`config.mk`:
```
export PLATFORM = sky130hd
export DESIGN_NAME = ipv4_length_prefix_unpacker_unit_flat
export DESIGN_NICKNAME = d
export VERILOG_FILES = /design/src/rtl/core/lpu_pkg.sv /design/src/rtl/core/lpu_if.sv /design/src/rtl/core/lpu_parser.sv /design/src/rtl/core/ipv4_length_prefix_unpacker_unit.sv /design/src/flat_wrapper.sv
export SDC_FILE = /design/constraint.sdc
export NUM_CORES = 1
export LEC_CHECK = 0
export BUFFER_PORTS_ARGS = -buffer_cell sky130_fd_sc_hd__buf_2
export CORE_UTILIZATION = 40
export CTS_BUF_LIST = sky130_fd_sc_hd__clkbuf_4 sky130_fd_sc_hd__clkbuf_8
export DETAILED_ROUTE_END_ITERATION = 8
export PLACE_DENSITY_LB_ADDON = 0.2
export SYNTH_ARGS = -nofsm -noshare
export SYNTH_HDL_FRONTEND = slang
export SYNTH_SLANG_ARGS = --single-unit
```
`constraint.sdc`:
```
create_clock -name clock -period 5.45 [get_ports clock]
set_input_delay 0.8175 -clock clock [delete_from_list [all_inputs] [get_ports clock]]
set_output_delay 0.8175 -clock clock [all_outputs]
set_load 0.1 [all_outputs]
```
`src/rtl/core/lpu_pkg.sv`:
```
`timescale 1ns / 1ps
`default_nettype none

package lpu_pkg;

   localparam int HDR_LEN = 20;

   localparam logic [3:0] IP_VERSION = 4'd4;
   localparam logic [3:0] IP_IHL     = 4'd5;

   typedef enum logic [2:0] {
      PH_HEADER  = 3'd0,
      PH_PREFIX  = 3'd1,
      PH_PREFIX2 = 3'd2,
      PH_FIRST   = 3'd3,
      PH_DROP    = 3'd4,
      PH_DATA    = 3'd5
   } phase_type;

   typedef enum logic [2:0] {
      ST_OK        = 3'd0,
      ST_SHORT     = 3'd1,
      ST_VERSION   = 3'd2,
      ST_OPTIONS   = 3'd3,
      ST_CHECKSUM  = 3'd4,
      ST_FILTERED  = 3'd5,
      ST_OVERSIZE  = 3'd6,
      ST_TRUNCATED = 3'd7
   } status_type;

   typedef enum logic [1:0] {
      KIND_BYTE   = 2'd0,
      KIND_EMPTY  = 2'd1,
      KIND_STATUS = 2'd2
   } kind_type;

   typedef struct packed {
      kind_type   kind;
      logic [7:0] data_byte;
      logic       sub_first;
      logic       sub_last;
      logic [7:0] sub_number;
      status_type status;
   } rsp_type;

   typedef struct packed {
      logic    valid;
      rsp_type item;
   } rsp_slot_type;

endpackage

`default_nettype wire

```
`src/rtl/core/lpu_if.sv`:
```
`timescale 1ns / 1ps
`default_nettype none

interface lpu_req_if;
   logic       valid;
   logic       ready;
   logic [7:0] in_byte;
   logic       end_of_datagram;

   modport source (output valid, output in_byte, output end_of_datagram, input ready);
   modport sink   (input valid, input in_byte, input end_of_datagram, output ready);
endinterface

interface lpu_rsp_if;
   logic       valid;
   logic       ready;
   logic [1:0] kind;
   logic [7:0] data_byte;
   logic       sub_first;
   logic       sub_last;
   logic [7:0] sub_number;
   logic [2:0] status;

   modport source (output valid, output kind, output data_byte, output sub_first,
                   output sub_last, output sub_number, output status, input ready);
   modport sink   (input valid, input kind, input data_byte, input sub_first,
                   input sub_last, input sub_number, input status, output ready);
endinterface

`default_nettype wire

```
`src/rtl/core/lpu_parser.sv`:
```
`timescale 1ns / 1ps
`default_nettype none

module lpu_parser import lpu_pkg::*; #(
   parameter int MAX_SUB_LEN  = 5120,
   parameter int MAX_DATAGRAM = 4096
) (
   input  wire logic          clock,
   input  wire logic          reset,
   input  wire logic          take,
   input  wire logic [7:0]    in_byte,
   input  wire logic          end_of_datagram,
   input  wire logic [31:0]   dest_filter,
   output rsp_slot_type       slot_sub,
   output rsp_slot_type       slot_end
);

   localparam int PW = $clog2(MAX_DATAGRAM + 1);
   localparam int BW = $clog2(MAX_SUB_LEN + 1);
   localparam logic [PW-1:0] POS_MAX  = PW'(MAX_DATAGRAM);
   localparam logic [PW-1:0] HDR_LAST = PW'(HDR_LEN - 1);
   localparam logic [PW-1:0] HDR_END  = PW'(HDR_LEN);
   localparam logic [14:0]   LEN_MAX  = 15'(MAX_SUB_LEN);

   logic [PW-1:0] pos_ff, pos_in, pos_step;
   phase_type     phase_ff, phase_in, phase_step;
   logic [15:0]   sum_ff, sum_in, sum_step;
   logic [31:0]   dest_ff, dest_in, dest_step;
   logic [6:0]    first_ff, first_in, first_step;
   logic [BW-1:0] left_ff, left_in, left_step;
   logic [7:0]    cnt_ff, cnt_in, cnt_step;
   status_type    lat_ff, lat_in, lat_step;

   logic          work;
   logic          start_sub;
   logic          is_data;
   logic [14:0]   len_cand;
   logic          len_over;
   logic          len_zero;
   logic [BW-1:0] left_dec;
   logic          data_last;
   logic [7:0]    cnt_inc;
   logic [16:0]   sum_wide;
   logic [15:0]   sum_fold;
   logic [31:0]   dest_shift;
   status_type    lat_hdr;
   logic          close;
   status_type    end_status;

   assign work      = take && (pos_ff < POS_MAX);
   assign len_cand  = (phase_ff == PH_PREFIX2) ? {first_ff, in_byte} : {8'd0, in_byte[6:0]};
   assign start_sub = work && ((phase_ff == PH_PREFIX && !in_byte[7]) ||
                               phase_ff == PH_PREFIX2);
   assign len_over  = len_cand > LEN_MAX;
   assign len_zero  = len_cand == 15'd0;
   assign is_data   = work && (phase_ff == PH_FIRST || phase_ff == PH_DATA);
   assign left_dec  = left_ff - BW'(1);
   assign data_last = left_dec == '0;
   assign cnt_inc   = (cnt_ff != 8'hFF) ? cnt_ff + 8'd1 : cnt_ff;

   // ones-complement sum with end-around carry
   assign sum_wide   = {1'b0, sum_ff} + (pos_ff[0] ? {9'd0, in_byte} : {1'b0, in_byte, 8'd0});
   assign sum_fold   = sum_wide[15:0] + {15'd0, sum_wide[16]};
   assign dest_shift = {dest_ff[23:0], in_byte};

   always_comb begin
      lat_hdr = lat_ff;
      if (pos_ff == '0) begin
         if (in_byte[7:4] != IP_VERSION) begin
            lat_hdr = ST_VERSION;
         end else if (in_byte[3:0] != IP_IHL) begin
            lat_hdr = ST_OPTIONS;
         end else begin
            lat_hdr = ST_OK;
         end
      end
   end

   // per-byte state step
   always_comb begin
      pos_step   = work ? pos_ff + PW'(1) : pos_ff;
      phase_step = phase_ff;
      sum_step   = sum_ff;
      dest_step  = dest_ff;
      first_step = first_ff;
      left_step  = left_ff;
      cnt_step   = cnt_ff;
      lat_step   = lat_ff;
      if (work) begin
         case (phase_ff)
            PH_HEADER: begin
               sum_step  = sum_fold;
               dest_step = dest_shift;
               lat_step  = lat_hdr;
               if (pos_ff == HDR_LAST) begin
                  if (lat_hdr == ST_OK) begin
                     if (sum_fold != 16'hFFFF) begin
                        lat_step = ST_CHECKSUM;
                     end else if (dest_filter != 32'd0 && dest_shift != dest_filter) begin
                        lat_step = ST_FILTERED;
                     end
                  end
                  phase_step = (lat_step != ST_OK) ? PH_DROP : PH_PREFIX;
               end
            end
            PH_PREFIX, PH_PREFIX2: begin
               if (phase_ff == PH_PREFIX && in_byte[7]) begin
                  first_step = in_byte[6:0];
                  phase_step = PH_PREFIX2;
               end else if (len_over) begin
                  lat_step   = ST_OVERSIZE;
                  phase_step = PH_DROP;
               end else if (len_zero) begin
                  cnt_step   = cnt_inc;
                  phase_step = PH_PREFIX;
               end else begin
                  left_step  = BW'(len_cand);
                  phase_step = PH_FIRST;
               end
            end
            PH_FIRST, PH_DATA: begin
               left_step = left_dec;
               if (data_last) begin
                  cnt_step   = cnt_inc;
                  phase_step = PH_PREFIX;
               end else begin
                  phase_step = PH_DATA;
               end
            end
            default: begin
            end
         endcase
      end
   end

   assign close = take && end_of_datagram;

   always_comb begin
      if (pos_step <= HDR_END) begin
         end_status = ST_SHORT;
      end else if (lat_step != ST_OK) begin
         end_status = lat_step;
      end else if (phase_step == PH_PREFIX2 || phase_step == PH_FIRST ||
                   phase_step == PH_DATA) begin
         end_status = ST_TRUNCATED;
      end else begin
         end_status = ST_OK;
      end
   end

   // clear the datagram state once its status item is out
   always_comb begin
      if (close) begin
         pos_in   = '0;
         phase_in = PH_HEADER;
         sum_in   = '0;
         dest_in  = '0;
         first_in = '0;
         left_in  = '0;
         cnt_in   = '0;
         lat_in   = ST_OK;
      end else begin
         pos_in   = pos_step;
         phase_in = phase_step;
         sum_in   = sum_step;
         dest_in  = dest_step;
         first_in = first_step;
         left_in  = left_step;
         cnt_in   = cnt_step;
         lat_in   = lat_step;
      end
   end

   // result items
   always_comb begin
      slot_sub.valid           = 1'b0;
      slot_sub.item.kind       = KIND_BYTE;
      slot_sub.item.data_byte  = 8'd0;
      slot_sub.item.sub_first  = 1'b0;
      slot_sub.item.sub_last   = 1'b0;
      slot_sub.item.sub_number = cnt_ff;
      slot_sub.item.status     = ST_OK;
      if (is_data) begin
         slot_sub.valid          = 1'b1;
         slot_sub.item.data_byte = in_byte;
         slot_sub.item.sub_first = phase_ff == PH_FIRST;
         slot_sub.item.sub_last  = data_last;
      end else if (start_sub && !len_over && len_zero) begin
         slot_sub.valid          = 1'b1;
         slot_sub.item.kind      = KIND_EMPTY;
         slot_sub.item.sub_first = 1'b1;
         slot_sub.item.sub_last  = 1'b1;
      end

      slot_end.valid           = close;
      slot_end.item.kind       = KIND_STATUS;
      slot_end.item.data_byte  = 8'd0;
      slot_end.item.sub_first  = 1'b0;
      slot_end.item.sub_last   = 1'b0;
      slot_end.item.sub_number = cnt_step;
      slot_end.item.status     = end_status;
   end

   always_ff @(posedge clock) begin
      if (reset) begin
         pos_ff   <= '0;
         phase_ff <= PH_HEADER;
         sum_ff   <= '0;
         dest_ff  <= '0;
         first_ff <= '0;
         left_ff  <= '0;
         cnt_ff   <= '0;
         lat_ff   <= ST_OK;
      end else begin
         pos_ff   <= pos_in;
         phase_ff <= phase_in;
         sum_ff   <= sum_in;
         dest_ff  <= dest_in;
         first_ff <= first_in;
         left_ff  <= left_in;
         cnt_ff   <= cnt_in;
         lat_ff   <= lat_in;
      end
   end

endmodule

`default_nettype wire

```
`src/rtl/core/ipv4_length_prefix_unpacker_unit.sv`:
```
`timescale 1ns / 1ps
`default_nettype none

// Channel   Dir   Handshake          Carries
// req_chan  in    valid/ready        in_byte, end_of_datagram
// rsp_chan  out   valid/ready        kind, data_byte, sub_first, sub_last, sub_number, status
// csr_*     in    csr_wr_en strobe   dest_filter
//
// One byte is taken per cycle while req_chan.ready is high; its results land in a
// four-entry output queue on the same edge and can leave on the next one. A byte yields
// at most two items (a sub-packet item and the status item); the queue drains one item a
// cycle while rsp_chan.ready is high, so req_chan.ready drops only when fewer than two
// entries are free. Reset clears the parser and the queue; dest_filter returns to zero.

module ipv4_length_prefix_unpacker_unit import lpu_pkg::*; #(
   parameter int MAX_SUB_LEN  = 5120,
   parameter int MAX_DATAGRAM = 4096
) (
   input  wire logic        clock,
   input  wire logic        reset,
   lpu_req_if.sink          req_chan,
   lpu_rsp_if.source        rsp_chan,
   input  wire logic        csr_wr_en,
   input  wire logic [31:0] csr_wr_data
);

   localparam int DEPTH = 4;
   localparam int AW    = $clog2(DEPTH);

   logic [31:0]   filter_ff, filter_in;
   rsp_type       queue_ff [DEPTH];
   logic [AW-1:0] wr_ptr_ff, wr_ptr_in;
   logic [AW-1:0] rd_ptr_ff, rd_ptr_in;
   logic [AW:0]   count_ff, count_in;

   rsp_slot_type  slot_sub;
   rsp_slot_type  slot_end;
   logic          take;
   logic          pop;
   logic [AW-1:0] end_ptr;
   logic [AW:0]   pushes;
   rsp_type       head;

   assign req_chan.ready = count_ff <= (AW+1)'(DEPTH - 2);
   assign take           = req_chan.valid && req_chan.ready;
   assign pop            = rsp_chan.valid && rsp_chan.ready;

   lpu_parser #(
      .MAX_SUB_LEN  (MAX_SUB_LEN),
      .MAX_DATAGRAM (MAX_DATAGRAM)
   ) u_parser (
      .clock           (clock),
      .reset           (reset),
      .take            (take),
      .in_byte         (req_chan.in_byte),
      .end_of_datagram (req_chan.end_of_datagram),
      .dest_filter     (filter_ff),
      .slot_sub        (slot_sub),
      .slot_end        (slot_end)
   );

   assign filter_in = csr_wr_en ? csr_wr_data : filter_ff;

   // status item follows the sub-packet item when both occur
   assign end_ptr   = wr_ptr_ff + AW'(slot_sub.valid);
   assign pushes    = (AW+1)'(slot_sub.valid) + (AW+1)'(slot_end.valid);
   assign wr_ptr_in = wr_ptr_ff + pushes[AW-1:0];
   assign rd_ptr_in = rd_ptr_ff + AW'(pop);
   assign count_in  = count_ff + pushes - (AW+1)'(pop);

   assign head                = queue_ff[rd_ptr_ff];
   assign rsp_chan.valid      = count_ff != '0;
   assign rsp_chan.kind       = head.kind;
   assign rsp_chan.data_byte  = head.data_byte;
   assign rsp_chan.sub_first  = head.sub_first;
   assign rsp_chan.sub_last   = head.sub_last;
   assign rsp_chan.sub_number = head.sub_number;
   assign rsp_chan.status     = head.status;

   always_ff @(posedge clock) begin
      if (slot_sub.valid) begin
         queue_ff[wr_ptr_ff] <= slot_sub.item;
      end
      if (slot_end.valid) begin
         queue_ff[end_ptr] <= slot_end.item;
      end
   end

   always_ff @(posedge clock) begin
      if (reset) begin
         filter_ff <= '0;
         wr_ptr_ff <= '0;
         rd_ptr_ff <= '0;
         count_ff  <= '0;
      end else begin
         filter_ff <= filter_in;
         wr_ptr_ff <= wr_ptr_in;
         rd_ptr_ff <= rd_ptr_in;
         count_ff  <= count_in;
      end
   end

endmodule

`default_nettype wire

```
`src/flat_wrapper.sv`:
```
// flat-port wrapper written by rule: the top's interface ports become plain ports
module ipv4_length_prefix_unpacker_unit_flat import lpu_pkg::*;
#(
   parameter int MAX_SUB_LEN  = 5120,
   parameter int MAX_DATAGRAM = 4096
)
  (clock, reset, csr_wr_en, csr_wr_data, req_chan_valid, req_chan_in_byte, req_chan_end_of_datagram, req_chan_ready, rsp_chan_valid, rsp_chan_kind, rsp_chan_data_byte, rsp_chan_sub_first, rsp_chan_sub_last, rsp_chan_sub_number, rsp_chan_status, rsp_chan_ready);
  lpu_req_if req_chan_i ();
  lpu_rsp_if rsp_chan_i ();
  input  wire logic clock;
  input  wire logic reset;
  input  wire logic csr_wr_en;
  input  wire logic [31:0] csr_wr_data;
  input wire logic [$bits(req_chan_i.valid)-1:0] req_chan_valid;
  input wire logic [$bits(req_chan_i.in_byte)-1:0] req_chan_in_byte;
  input wire logic [$bits(req_chan_i.end_of_datagram)-1:0] req_chan_end_of_datagram;
  output wire logic [$bits(req_chan_i.ready)-1:0] req_chan_ready;
  output wire logic [$bits(rsp_chan_i.valid)-1:0] rsp_chan_valid;
  output wire logic [$bits(rsp_chan_i.kind)-1:0] rsp_chan_kind;
  output wire logic [$bits(rsp_chan_i.data_byte)-1:0] rsp_chan_data_byte;
  output wire logic [$bits(rsp_chan_i.sub_first)-1:0] rsp_chan_sub_first;
  output wire logic [$bits(rsp_chan_i.sub_last)-1:0] rsp_chan_sub_last;
  output wire logic [$bits(rsp_chan_i.sub_number)-1:0] rsp_chan_sub_number;
  output wire logic [$bits(rsp_chan_i.status)-1:0] rsp_chan_status;
  input wire logic [$bits(rsp_chan_i.ready)-1:0] rsp_chan_ready;
  assign req_chan_i.valid = req_chan_valid;
  assign req_chan_i.in_byte = req_chan_in_byte;
  assign req_chan_i.end_of_datagram = req_chan_end_of_datagram;
  assign req_chan_ready = req_chan_i.ready;
  assign rsp_chan_valid = rsp_chan_i.valid;
  assign rsp_chan_kind = rsp_chan_i.kind;
  assign rsp_chan_data_byte = rsp_chan_i.data_byte;
  assign rsp_chan_sub_first = rsp_chan_i.sub_first;
  assign rsp_chan_sub_last = rsp_chan_i.sub_last;
  assign rsp_chan_sub_number = rsp_chan_i.sub_number;
  assign rsp_chan_status = rsp_chan_i.status;
  assign rsp_chan_i.ready = rsp_chan_ready;
  ipv4_length_prefix_unpacker_unit #(.MAX_SUB_LEN(MAX_SUB_LEN), .MAX_DATAGRAM(MAX_DATAGRAM)) u_core (.clock(clock), .reset(reset), .req_chan(req_chan_i), .rsp_chan(rsp_chan_i), .csr_wr_en(csr_wr_en), .csr_wr_data(csr_wr_data));
endmodule
```
After elaboration in Yosys (flattened, before gate mapping)
Memory sizes are Yosys's and may differ from the RTL's. A register that Yosys moved wholly into a read port is not among the register bits.
Index checks and enable logic that the tools add are counted.
Widths: inputs -> output; s select.
{"block": "word_totals", "register_bits": 126, "ram_bits": 92, "in_bits": 46, "out_inout_bits": 25, "n_memories": 1}
{"memory": "u_core.queue_ff", "words": 4, "word_bits": 23, "read_ports": 1, "rd_clocked_by_memory_dff": 1, "wr": 2, "line_no": "ipv4_length_prefix_unpacker_unit.sv:31", "text": "rsp_type queue_ff [DEPTH];"}
{"block": "classes", "addsub": 11, "magnitude_cmp": 4, "eq_ne": 16, "n_mux": 50, "reduce_logical": 33}
{"cell": "$mux 3", "count": 21}
{"cell": "$mux 8", "count": 7}
{"cell": "$mux 13", "count": 4}
{"cell": "$ne 32x32->1", "count": 1}
{"cell": "$reduce_bool 32->1", "count": 1}
{"cell": "$logic_not 13->1", "count": 2}
{"cell": "$pmux 13 s2", "count": 1}
{"cell": "$add 16x16->17", "count": 1}
{"cell": "$add 16x1->16", "count": 1}
{"cell": "$mux 16", "count": 1}
{"cell": "$ne 16x16->1 const B", "count": 1}
{"cell": "$pmux 8 s2", "count": 1}
{"cell": "$gt 15x13->1 const B", "count": 1}
{"cell": "$logic_not 15->1", "count": 1}
{"cell": "$mux 15", "count": 1}
{"cell": "$mux 2", "count": 7}
{"cell": "$add 13x1->13 const B", "count": 1}
{"cell": "$eq 13x5->1 const B", "count": 1}
{"cell": "$le 13x5->1 const B", "count": 1}
{"cell": "$lt 13x13->1 const B", "count": 1}
{"cell": "$sub 13x1->13 const B", "count": 1}
{"cell": "$eq 3x2->1 const B", "count": 4}
{"cell": "$logic_and 1x1->1", "count": 11}
{"cell": "$pmux 3 s3", "count": 1}
{"cell": "other kinds (23)", "count": 41}

Logic depth before layout (Yosys ltp)
Gate-level depths: netlist of run 1.
{"block": "depth", "word_depth": 21, "mapped_depth": 24, "mapped_depth_nobuf": 21}

Hierarchy
A second synthesis of run 1 with hierarchy kept.
{"block": "hier_totals", "cells_unflattened": 1259, "hier_area_um2": 12697.2}
{"mod": "lpu_parser", "n_inst": 1, "cells_per_inst": 882, "area_each_um2": 6642.6, "seq_area_each_um2": 1741.7}
{"mod": "ipv4_length_prefix_unpacker_unit", "n_inst": 1, "cells_per_inst": 377, "area_each_um2": 6054.6, "seq_area_each_um2": 3543.4}

Worst setup path after synthesis of run 1
OpenSTA, ideal clock, no wires.
{"block": "synth_timing", "path_type": "input to register", "from": "input port req_chan_in_byte[0]", "to": "memory u_core.queue_ff[1][1] (netlist bit) (data pin)", "setup_time_ns": 0.265, "t_arrival_ns": 5.458, "required_ns": 5.185, "slack_ns": -0.273, "path_stages": 23, "n_path_buf": 2, "path_cell_list": "clkbuf_1 and2_1 ha_1 fa_1 a21o_1 and3_1 o21ai_0 a31oi_1 a21o_1 a21o_1 ha_1 ha_1 and2_0 and4_1 buf_2 or4_1 a21o_1 a221oi_2 and2_4 a311o_1 a22oi_1 a31oi_1 nor2_1"}
{"element": "from (decl)", "line_no": "flat_wrapper.sv:15", "text": "input wire logic [$bits(req_chan_i.in_byte)-1:0] req_chan_in_byte;"}
{"element": "to (decl)", "line_no": "ipv4_length_prefix_unpacker_unit.sv:31"}

==> qor.yml, run 1 <==
gp_congestion: 0.8888
ys.flop_type: "dfxtp_1"
wl_met3_um: 1987
wirelength_um: 33550
rrSetupSlack_ps: 290
crit_type: "reg -> reg"
grt_max_degree: 88
hold_end: "u_core.queue_ff[2][22]"
syn_nets: 1485
worst-path-buf-inv: 1
fillers: 2887
core_area_sq_um: 29090
reg2reg_to: "u_core.queue_ff[1][0]"
crit_path_start_kind: "register"
finalHoldViolCount: 0
syn_inst: 1407
power_mw: 4.936
io_pins: 71
r2r_start: "u_core.u_parser.pos_ff[0]"
crit_chain: "and2_1 > ha_2 > fa_2 > a21o_1 > and3_1 > o21ai_2 > a31oi_2 > a21o_1 > a21o_1 > ha_1 > ha_1 > and2_4 > and4_1 > or4_1 > a21o_1 > a221oi_2 > and2_4 > a311o_1 > a22oi_1 > a31oi_1 > buf_4 > nor2_1"
antenna_found_initial: 0
avgSynthCellArea_sq_um: 8.499
setup_tns_ps: 0
nets: 1549
grt_pass1_vias: 9862
multiInputGateArea_sq_um: 6704
dr.first_iter.drc_count: 845
layout_setup_ws_ps: 293.1
io_buffers: 70
worst_clock_skew_ps: 17.07
async_reset_ff_share_pct: 0
hold_buffers: 0
root_buffer: "clkbuf_8"
synth.distinct_cells: 73
pre_cts_slack_ps: -133.6
ant_nets: 0
syn_area_sq_um: 11960
hold_start: "u_core.queue_ff[2][22]"
mostFrequentLayoutCells: "nor2_1, nand2_1, dfxtp_1"
initial_core_util_pct: 41.11
tightest_slew_ps: 1083
startpoint: "u_core.u_parser.pos_ff[0]"
drt-met1-wl_um: 15530
synth-simple-area-share_pct: 22.37
clkLatencyLatePin_ps: 540
clockBufferDepth: 3
worstPathRequired_ps: 5740
seqCellArea_sq_um: 4805
synthXorXnorAreaFrac_pct: 6.153
die_w_um: 174.9
cts_setup_buffers: 0
fin_util_pct: 47.03
crit_family: "compound AO/OA/AOI/OAI gates"
cts_sinks: 218
arrival_ps: 5440
die_h_um: 174.9
critPathCaptureType: "register"
hold_class: "reg -> reg"
wl_met2_um: 15190
crit_path_frequent_cell: "a21o_1"
rr_worst_depth: 22
grt_usage_pct: 21.96
power.density_nw_per_um2: 360.8
synth_top_family_by_area: "simple AND/OR/NAND/NOR gates"
mostFrequentLayoutCell: "nor2_1"
rsz0062_at_grt: "no"
fmax_ghz: 0.1939
yosysWarnings: 0
synthAdderAreaFrac_pct: 3.474
clk_pin_slew_ps: 70
hpwl_um: 23480
fin_crit_sh_pct: 94.62
antenna_cells: 0
muxShareOfSynthArea_pct: 8.517
slew_headroom_pct: 27.79
drt-wirelength-per-cell_um: 17.82
cts_buffers: 38
crit_slowest_cell: "or4_1"
critPathMaxStageDelay_ps: 410
placement_rows: 62
crit_fanout: 11
die_area_sq_um: 30590
cts_tree: "built"
setup_viol: 0
first_pass_iters: 7
ys_ff_latch: 218
synth_edf_count: 44
vias: 10450
synth_seq_area_share_pct: 40.18
p_leak_nw: 5.237
topRoutingLayerUsed: "met4"
synth-compound-area-share_pct: 15.15
gr-total-overflow: 0
holdPathStages: 2
status: "completed"
vias_per_cell: 5.551
ir_worst_vdd_mv: 0.2480
finalCriticalPeriod_ps: 5157
cp.depth: 22
drv_slew: 0
drc_errors: 0
drv_cap: 0
htreeDepth: 2
synthToLayoutAreaGrowth_pct: 14.41
grt_pass1_wl_um: 53480
final_layout_size_suffix_gt1_share_pct: 15.88
==> worst reg2reg max path: stages, from the launching register on <==
cell,delay [ps]
dfxtp_1,400
and2_1,210
ha_2,180
fa_2,350
a21o_1,220
and3_1,210
o21ai_2,160
a31oi_2,120
a21o_1,190
a21o_1,190
ha_1,210
ha_1,190
and2_4,140
and4_1,200
or4_1,410
a21o_1,200
a221oi_2,330
and2_4,220
a311o_1,200
a22oi_1,120
a31oi_1,240
buf_4,160
nor2_1,50
==> cell usage after synthesis, types with 27 or more instances <==
cell        n  share of area, %
a21oi_1   109               4.6
o21ai_0    29               1.2
nand3_1    32               1.3
nor3_1     34               1.4
dfxtp_1   174                29
xnor2_1    62               4.5
mux2i_1    50               4.2
edfxtp_1   44                11
clkbuf_1   80               2.5
ha_1       30               3.1
inv_1      27              0.85
o22ai_1    34               1.8
nor2_1    221               6.9
nand2_1   175               5.5
==> logic make-up (layout without fill, tap and decap cells) <==
| kind of cell | after synthesis | count (layout) |
|---|---|---|
| and+or+nand+nor | 591 | 591 |
| AOI/OAI and AO/OA | 282 | 282 |
| DFF | 218 | 218 |
| buffers and inverters | 127 | 219 |
| xor gates and xnor gates | 84 | 84 |
| muxes | 73 | 73 |
| adders and majority gates | 32 | 32 |
==> layer usage <==
| metal | GRT usage (%) | vias up |
|---|---|---|
| met5 | 0 | - |
| met4 | 7.246 | 0 |
| met3 | 3.938 | 72 |
| met2 | 34.82 | 312 |
| met1 | 30.10 | 4958 |
| li1 | - | 5111 |
==> worst max path at each step <==
stage          slack (ps)                     to
2_1_floorplan           2  u_core.queue_ff[1][0]
5_1_grt                20  u_core.queue_ff[1][0]
6_report              290  u_core.queue_ff[1][0]
3_3_place_gp          -80  u_core.queue_ff[3][0]
4_1_cts               320  u_core.queue_ff[1][0]
3_5_place_dp         -130  u_core.queue_ff[3][0]
==> power breakdown <==
group | switching (mW) | leakage, nW | internal [mW]
sequential | 0.0958 | 1.79 | 1.73
clock | 0.702 | 0.445 | 0.953
combinational | 0.978 | 3.01 | 0.474
total | 1.78 | 5.24 | 3.16
==> layout make-up <==
class / count / area share, %
Multi-Input combinational cell: 1062 / 49.00
Sequential cell: 218 / 35.12
Timing Repair Buffer: 124 / 5.524
Clock buffer: 59 / 5.341
Tap cell: 384 / 3.512
Clock inverter: 9 / 0.7591
Inverter: 27 / 0.7408
==> flip-flops by register name, summed over array words and instances (netlist names) <==
register	cells
u_core.count_ff	3
u_core.filter_ff	32
u_core.queue_ff	92
u_core.rd_ptr_ff	2
u_core.u_parser.cnt_ff	8
u_core.u_parser.dest_ff	24
u_core.u_parser.first_ff	7
u_core.u_parser.lat_ff	3
u_core.u_parser.left_ff	13
u_core.u_parser.phase_ff	3
u_core.u_parser.pos_ff	13
u_core.u_parser.sum_ff	16
u_core.wr_ptr_ff	2
==> timing repair <==
action                                 4_1_cts  5_1_grt
resized for setup                            0        1
endpoints found under the hold margin        0        0
setup endpoints to repair                    0        2
==> metrics by stage <==
step / hold slack [ps] / instances / instance area (sq um)
4_1_cts: 444.0 / 1883 / 13680
5_1_grt: 463.8 / 1883 / 13680
3_5_place_dp: 434.6 / 1815 / 12840
3_3_place_gp: 429.9 / 1815 / 12840
2_1_floorplan: 418.5 / 1407 / 11990
6_report: 442.7 / 1883 / 13680
No activity file was read; power rests on OpenSTA's default activity.
==> run 2: changes to the inputs <==
--- a/config.mk
+++ b/config.mk
@@ -10,6 +10,7 @@
 export CTS_BUF_LIST = sky130_fd_sc_hd__clkbuf_4 sky130_fd_sc_hd__clkbuf_8
 export DETAILED_ROUTE_END_ITERATION = 8
 export PLACE_DENSITY_LB_ADDON = 0.2
+export SETUP_SLACK_MARGIN = 0.3
 export SYNTH_ARGS = -nofsm -noshare
 export SYNTH_HDL_FRONTEND = slang
 export SYNTH_SLANG_ARGS = --single-unit
==> qor.yml, run 2 (same netlist as run 1, synthesis figures left out) <==
status: "completed"  # unchanged
first_pass_iters: 7  # unchanged
tightest_slew_ps: 1095  # was 1083 ps
critPathCaptureType: "register"  # unchanged
die_w_um: 174.9  # unchanged
hold_buffers: 0  # unchanged
ant_nets: 0  # unchanged
hold_start: "u_core.queue_ff[0][22]"  # was u_core.queue_ff[2][22]
die_area_sq_um: 30590  # unchanged
cts_sinks: 218  # unchanged
grt_pass1_vias: 9996  # was 9862
setup_tns_ps: 0  # unchanged
htreeDepth: 2  # unchanged
final_layout_size_suffix_gt1_share_pct: 15.38  # was 15.88%
finalHoldViolCount: 0  # unchanged
clockBufferDepth: 3  # unchanged
fillers: 2854  # was 2887
layout_setup_ws_ps: 584.4  # was 293.1 ps
arrival_ps: 5270  # was 5440 ps
ir_worst_vdd_mv: 0.2210  # was 0.2480 mV
cts_tree: "built"  # unchanged
power.density_nw_per_um2: 352.6  # was 360.8 nW/um^2
io_buffers: 70  # unchanged
fmax_ghz: 0.2055  # was 0.1939 GHz
setup_viol: 0  # unchanged
grt_max_degree: 88  # unchanged
largest_register_ffs: 92  # unchanged
crit_type: "reg -> reg"  # unchanged
synthToLayoutAreaGrowth_pct: 13.54  # was 14.41%
gp_congestion: 0.8857  # was 0.8888
io_pins: 71  # unchanged
mostFrequentLayoutCell: "nor2_1"  # unchanged
placed_area_sq_um: 12790  # was 12840 sq um
nets: 1536  # was 1549
die_h_um: 174.9  # unchanged
clkLatencyLatePin_ps: 540  # about the same
initial_core_util_pct: 41.11  # unchanged
rsz0062_at_grt: "no"  # unchanged
cts_setup_buffers: 0  # unchanged
core_area_sq_um: 29090  # unchanged
worstPathRequired_ps: 5860  # was 5740 ps
hpwl_um: 22650  # was 23480 um
grt_pass1_wl_um: 53130  # was 53480 um
antenna_found_initial: 0  # unchanged
largestRegisters: "u_core.queue_ff x92, u_core.filter_ff x32, u_core.u_parser.dest_ff x24"  # unchanged
fin_util_pct: 46.67  # was 47.03%
power_mw: 4.787  # was 4.936 mW
crit_path_start_kind: "register"  # unchanged
wirelength_um: 33090  # was 33550 um
pre_cts_slack_ps: 65.54  # was -133.6 ps
worst_clock_skew_ps: 32.67  # was 17.07 ps
drv_cap: 0  # unchanged
antenna_cells: 0  # unchanged
slew_headroom_pct: 27.02  # was 27.79%
crit_fanout: 12  # was 11
stdcell_area_sq_um: 13580  # was 13680 sq um
dr.first_iter.drc_count: 768  # was 845
drt-wirelength-per-cell_um: 17.73  # was 17.82 um
fin_crit_sh_pct: 89.28  # was 94.62%
p_leak_nw: 5.117  # was 5.237 nW
cts_buffers: 39  # was 38
hold_class: "reg -> reg"  # unchanged
r2r_start: "u_core.u_parser.pos_ff[0]"  # unchanged
mostFrequentLayoutCells: "nor2_1, nand2_1, dfxtp_1"  # unchanged
vias_per_cell: 5.594  # was 5.551
vias: 10440  # was 10450
finalCriticalPeriod_ps: 4866  # was 5157 ps
startpoint: "u_core.u_parser.pos_ff[0]"  # unchanged
root_buffer: "clkbuf_8"  # unchanged
drv_slew: 0  # unchanged
placement_rows: 62  # unchanged
drc_errors: 0  # unchanged
clk_pin_slew_ps: 60  # was 70 ps
largest-register: "u_core.queue_ff"  # unchanged
gr-total-overflow: 0  # unchanged
grt_usage_pct: 21.75  # was 21.96%
run 2: final timing paths:
check | to | slack, ps | cells past startpoint
setup / recovery | u_core.queue_ff[3][2] | 580 | 21
hold / removal | u_core.queue_ff[0][22] | 440 | 2
setup reg to reg | u_core.queue_ff[3][2] | 580 | 21
hold reg to reg | u_core.queue_ff[0][22] | 440 | 2
run 2: final cells by class:
| class | count | area [sq um] | area share (%) |
|---|---|---|---|
| multi-input combinational | 1062 | 6766 | 49.84 |
| sequential | 218 | 4806 | 35.40 |
| clock buffer | 61 | 745.7 | 5.493 |
| timing repair buffer | 110 | 650.6 | 4.792 |
| tap | 384 | 480.5 | 3.539 |
| inverter | 27 | 101.3 | 0.7465 |
| clock inverter | 4 | 26.28 | 0.1935 |
run 2: through the flow:
step                std cells  hold WS (ps)
floorplan                1407         418.5
global placement         1801         432.6
detailed placement       1801         435.4
CTS                      1866         444.3
global route             1866         469.6
finish                   1866         440.9
run 2: worst max-delay path, cell delays in order, from the launching register on:
cell      delay [ps]
dfxtp_2          390
and2_4           190
ha_4             160
fa_2             360
a21o_1           200
and3_4           180
o21ai_2          190
a31oi_2          120
a21o_1           170
a21o_1           180
ha_2             190
ha_4             160
and2_4           150
and4_1           200
or4_1            390
a21o_1           180
a221oi_2         310
and2_4           220
nand3_2           90
a22o_1           270
o32ai_4          280
and2_1           180
run 2: power by group:
part	switching [mW]	internal, mW
sequential	0.101	1.74
combinational	0.954	0.462
clock	0.671	0.864
run 2: routing by layer:
| layer | vias to the layer above | GRT usage, % | routed length [um] | part of all wire, % |
|---|---|---|---|---|
| met3 | 63 | 3.394 | 1963 | 5.9 |
| met4 | 0 | 7.428 | 869 | 2.6 |
| li1 | 5094 | - | - | - |
| met2 | 346 | 35.05 | 15100 | 46 |
| met1 | 4935 | 29.56 | 15160 | 46 |
| met5 | - | 0 | 0 | 0 |
run 2: what timing repair did:
action                                  in CTS  in global routing
resized for setup                            0                  2
endpoints found under the setup margin       0                 12
endpoints found under the hold margin        0                  0
